`src/sv/lrg_pkg.sv`:
```
// shared constants, types and a saturation helper for the gradient descent trainer
// used by lrg_cell and logistic_regression_gd_trainer_unit
package lrg_pkg;

  localparam int MAX_FEATURES = 32;
  localparam int FEATURE_BITS = 16;
  localparam int IDX_W        = $clog2(MAX_FEATURES);
  localparam int CNT_W        = IDX_W + 1;
  localparam int SUM_W        = 40;
  localparam int ERR_W        = 18;
  localparam int W_W          = 32;

  // error broadcast handed from cell to cell
  typedef struct packed {
    logic                    vld;
    logic signed [ERR_W-1:0] err;
    logic [IDX_W-1:0]        lim;
  } chain_t;

  // writes from the controller into the row of cells
  typedef struct packed {
    logic                           row_we;
    logic [IDX_W-1:0]               row_idx;
    logic signed [FEATURE_BITS-1:0] row_val;
    logic                           w_we;
    logic [IDX_W-1:0]               w_idx;
    logic signed [W_W-1:0]          w_val;
  } cmd_t;

  function automatic logic signed [SUM_W-1:0] sat40(input logic signed [47:0] v);
    logic signed [47:0] hi;
    logic signed [47:0] lo;
    hi = 48'sd549755813887;
    lo = -48'sd549755813888;
    if (v > hi) return hi[SUM_W-1:0];
    else if (v < lo) return lo[SUM_W-1:0];
    else return v[SUM_W-1:0];
  endfunction

endpackage

```
`src/sv/lrg_cell.sv`:
```
// one cell of the trainer row: holds a weight, its gradient and a row feature
// depends on lrg_pkg
module lrg_cell (
  input  logic                     clk,
  input  logic                     rst_n,
  input  logic [lrg_pkg::IDX_W-1:0] cell_idx,
  input  lrg_pkg::cmd_t            cmd,
  input  lrg_pkg::chain_t          chain_in,
  output lrg_pkg::chain_t          chain_out,
  output logic signed [lrg_pkg::W_W-1:0]   weight,
  output logic signed [lrg_pkg::SUM_W-1:0] grad
);

  logic signed [lrg_pkg::W_W-1:0]          weight_r;
  logic signed [lrg_pkg::SUM_W-1:0]        grad_r, grad_nxt;
  logic signed [lrg_pkg::FEATURE_BITS-1:0] row_r;
  lrg_pkg::chain_t                         chain_r;
  logic signed [lrg_pkg::ERR_W+lrg_pkg::FEATURE_BITS-1:0] prod;
  logic signed [47:0]                      sum;

  always_comb begin
    prod = chain_in.err * row_r;
    sum  = 48'(grad_r) + 48'(prod >>> 12);
    grad_nxt = grad_r;
    if (cmd.w_we && cmd.w_idx == cell_idx) begin
      grad_nxt = '0;
    end else if (chain_in.vld && cell_idx <= chain_in.lim) begin
      grad_nxt = lrg_pkg::sat40(sum);
    end
  end

  always_ff @(posedge clk) begin
    if (!rst_n) begin
      weight_r <= '0;
      grad_r   <= '0;
      chain_r  <= '0;
    end else begin
      grad_r  <= grad_nxt;
      chain_r <= chain_in;
      if (cmd.w_we && cmd.w_idx == cell_idx) begin
        weight_r <= cmd.w_val;
      end
    end
  end

  always_ff @(posedge clk) begin
    if (cmd.row_we && cmd.row_idx == cell_idx) begin
      row_r <= cmd.row_val;
    end
  end

  assign chain_out = chain_r;
  assign weight    = weight_r;
  assign grad      = grad_r;

endmodule

```
`config.mk`:
```
export PLATFORM = sky130hd
export DESIGN_NAME = lrg_cell
export DESIGN_NICKNAME = d
export VERILOG_FILES = /design/src/sv/lrg_pkg.sv /design/src/sv/lrg_cell.sv
export SDC_FILE = /design/constraint.sdc
export NUM_CORES = 1
export LEC_CHECK = 0
export BUFFER_PORTS_ARGS = -buffer_cell sky130_fd_sc_hd__buf_2
export CELL_PAD_IN_SITES_DETAIL_PLACEMENT = 1
export CELL_PAD_IN_SITES_GLOBAL_PLACEMENT = 2
export CORE_MARGIN = 2
export CORE_UTILIZATION = 38
export DETAILED_ROUTE_END_ITERATION = 8
export GPL_TIMING_DRIVEN = 0
export PLACE_DENSITY = 0.86
export RECOVER_POWER = 100
export SYNTH_ARGS = -nofsm -noshare
export SYNTH_HDL_FRONTEND = slang
export SYNTH_SLANG_ARGS = --single-unit
```
`constraint.sdc`:
```
create_clock -name clk -period 10.68 [get_ports clk]
set_input_delay 1.068 -clock clk [delete_from_list [all_inputs] [get_ports clk]]
set_output_delay 1.068 -clock clk [all_outputs]
set_load 0.02 [all_outputs]
```
==> run summary <==
status: finished clean
final setup vio count: 0
CTS sink cnt: 112
initial DRC count: 575
fillers: 5283
Reg area: 2402 sq um
Crit. End Element: flop
Total Wirelength: 51000 um
commonest non-fill, non-tap cells in the layout: 342 x inv_1, 289 x fa_1, 194 x nand2_1
final setup margin: 0.4322 ns
initial antenna violation count: 2
clock latency on the worst-skew pair: 0.41 ns
WP data arrival: 10.60 ns
first-pass GRT wire length: 82490 um
gr ovfl total: 0
Hold Path Class: reg2reg
slowest stage delay, CP: 0.59 ns
Initial Util: 38.47%
Avg Synthesized Cell Area: 9.195 sq um
fin crit share: 95.95%
ys async rst share: 0%
footprint of the multi-input gates: 13000 sq um
Core Footprint: 44220 sq um
max cap viols: 0
mapped cell area: 17010 sq um
post-layout util: 42.68%
placed cells: 2629
I/O Pins: 187
Slew headroom: 25.50%
Worst Path Class, Setup: in2reg
Yosys cell types: 76
DRC: 0
ANT nets after route: 0
pins over their slew limit: 0
crit-path max FO: 15
#FFs+latches synth: 112
CTS Buf Count: 9
Syn Nets: 2365
global placer's final weighted congestion: 0.8738
CTS tree: done
min Tclk post-route: 10.25 ns
clock buffer depth: 2
Worst-Margin Slew: 1.117 ns
Main synth FF type: dfxtp_1
fraction of layout cells with a size suffix above 1: 7.335%
Post-synth EDFFs: 16
Non-Filler Instances: 2638
nets: 2555
Initial DRT Pass Iterations: 5
synth warn: 0
Crit path top cell by count: fa_1
root buffer cell: clkbuf_16
full die area: 46470 sq um
WL per Instance: 19.33 um
Seq/Total Area, Yosys: 14.12%
Fin Setup TNS: 0 ns
Rows: 77
Worst EP required: 11.03 ns
Reg clk slew, reported paths: 0.10 ns
Die Y-Extent: 215.6 um
Vias: 13.37k
Worst path slowest cell: clkbuf_1
Final HPWL DP: 43980 um
vias per inst: 5.067
most common cell after layout, fill and taps aside: inv_1
Port Buffers: 186
vias in the first global route: 14.86k
DP Worst Slack: -0.1790 ns
RSZ-0062 raised after global routing: false
Fin. Hold Viols: 0
Max Fclk: 0.09758 GHz
Setup Buffers After CTS: 0
Setup Skew: 0.01769 ns
Tot GR Track Use: 23.05%
H-tree Lvls: 3
Die X: 215.6 um
largest net degree at the start of global routing: 24
Layout area overhead: 10.94%
Post-Syn Instances: 1850
CP startpoint kind: input port
==> cell families (layout without fill, tap and decap cells) <==
group | count (synthesis) | count (layout) | synth area share (%)
and+or+nand+nor | 524 | 524 | 15.70
adders and majority gates | 424 | 424 | 43.99
buffers and inverters | 414 | 609 | 9.533
AOI/OAI and AO/OA | 273 | 273 | 11.12
DFF | 112 | 112 | 14.12
xor gates and xnor gates | 71 | 71 | 3.656
muxes | 32 | 32 | 1.883
other | 0 | 1 | 0
==> through the flow <==
stage / area, sq um / hold slack, ns
after detailed placement: 18700 / 0.5017
after CTS: 19020 / 0.5237
after global routing: 18870 / 0.5576
after global placement: 18680 / 0.4958
final: 18870 / 0.5219
after floorplan: 17010 / 0.5894
==> cell usage after synthesis (all sizes together), types with 4 or more instances <==
master  count  area [sq um]
a211o       7         70.07
a21oi      91         575.6
nor3       10         50.05
inv       342          1284
o21a        9         67.56
nor2       51         193.9
a21o       34         255.2
nand3b      4         30.03
a211oi      9         92.59
and3        7         43.79
o211ai      6         50.05
nand3      19         100.1
xor2       31         271.5
a31oi      10         62.56
xnor2      40         350.3
fa        290          5806
mux2i      32         320.3
ha        134          1677
nand2     195         734.5
nand2b     12         75.07
nand4      13         87.58
clkbuf     55         206.5
nor2b      40         250.2
buf        17         131.4
and2      159         994.7
o21ai      74         374.1
dfxtp      96          1922
edfxtp     16         480.5
==> area by class of cell <==
| cell class | count | share of cell area, % |
|---|---|---|
| multi-input combinational | 1324 | 68.87 |
| timing repair buffer | 187 | 4.356 |
| clock inverter | 7 | 0.4774 |
| tap | 592 | 3.925 |
| clock buffer | 9 | 1.193 |
| sequential | 112 | 12.73 |
| inverter | 342 | 6.802 |
| antenna | 1 | 0.01326 |
| buffer | 64 | 1.638 |
==> registers in the layout, indices dropped and copies added (netlist names) <==
| register | cells |
|---|---|
| weight | 32 |
| row_r | 16 |
| chain_out | 24 |
| grad | 40 |
==> worst paths after layout <==
check | depth (start not counted) | slack (ns) | to | startpoint
hold reg to reg | 2 | 0.52 | weight[22] | weight[22]
setup / recovery | 34 | 0.43 | grad[32] | chain_in[17]
hold / removal | 2 | 0.52 | weight[22] | weight[22]
setup reg to reg | 33 | 0.49 | grad[32] | row_r[7]
==> per-layer routing <==
metal / global-route usage (%) / share of wire, %
met2: 40.35 / 51
met3: 3.693 / 3.6
met5: 0 / 0
met1: 29.12 / 43
met4: 7.264 / 2.5
==> worst max-delay path: cells and delay by family <==
kind	cells	cell delay, ns
buf+inv	9	1.99
fa+ha+maj	8	3.68
xor+xnor	1	0.23
simple gates	4	0.84
compound gates	12	2.74
==> what timing repair did <==
action / 4_1_cts / 5_1_grt
setup endpoints to repair: 0 / 39
resized for setup: 0 / 4
hold buffers: 0 / 0
Power is left out: the tool's default activity adds up to more than one toggle a clock period on the data nets, which glitch-free logic cannot reach.
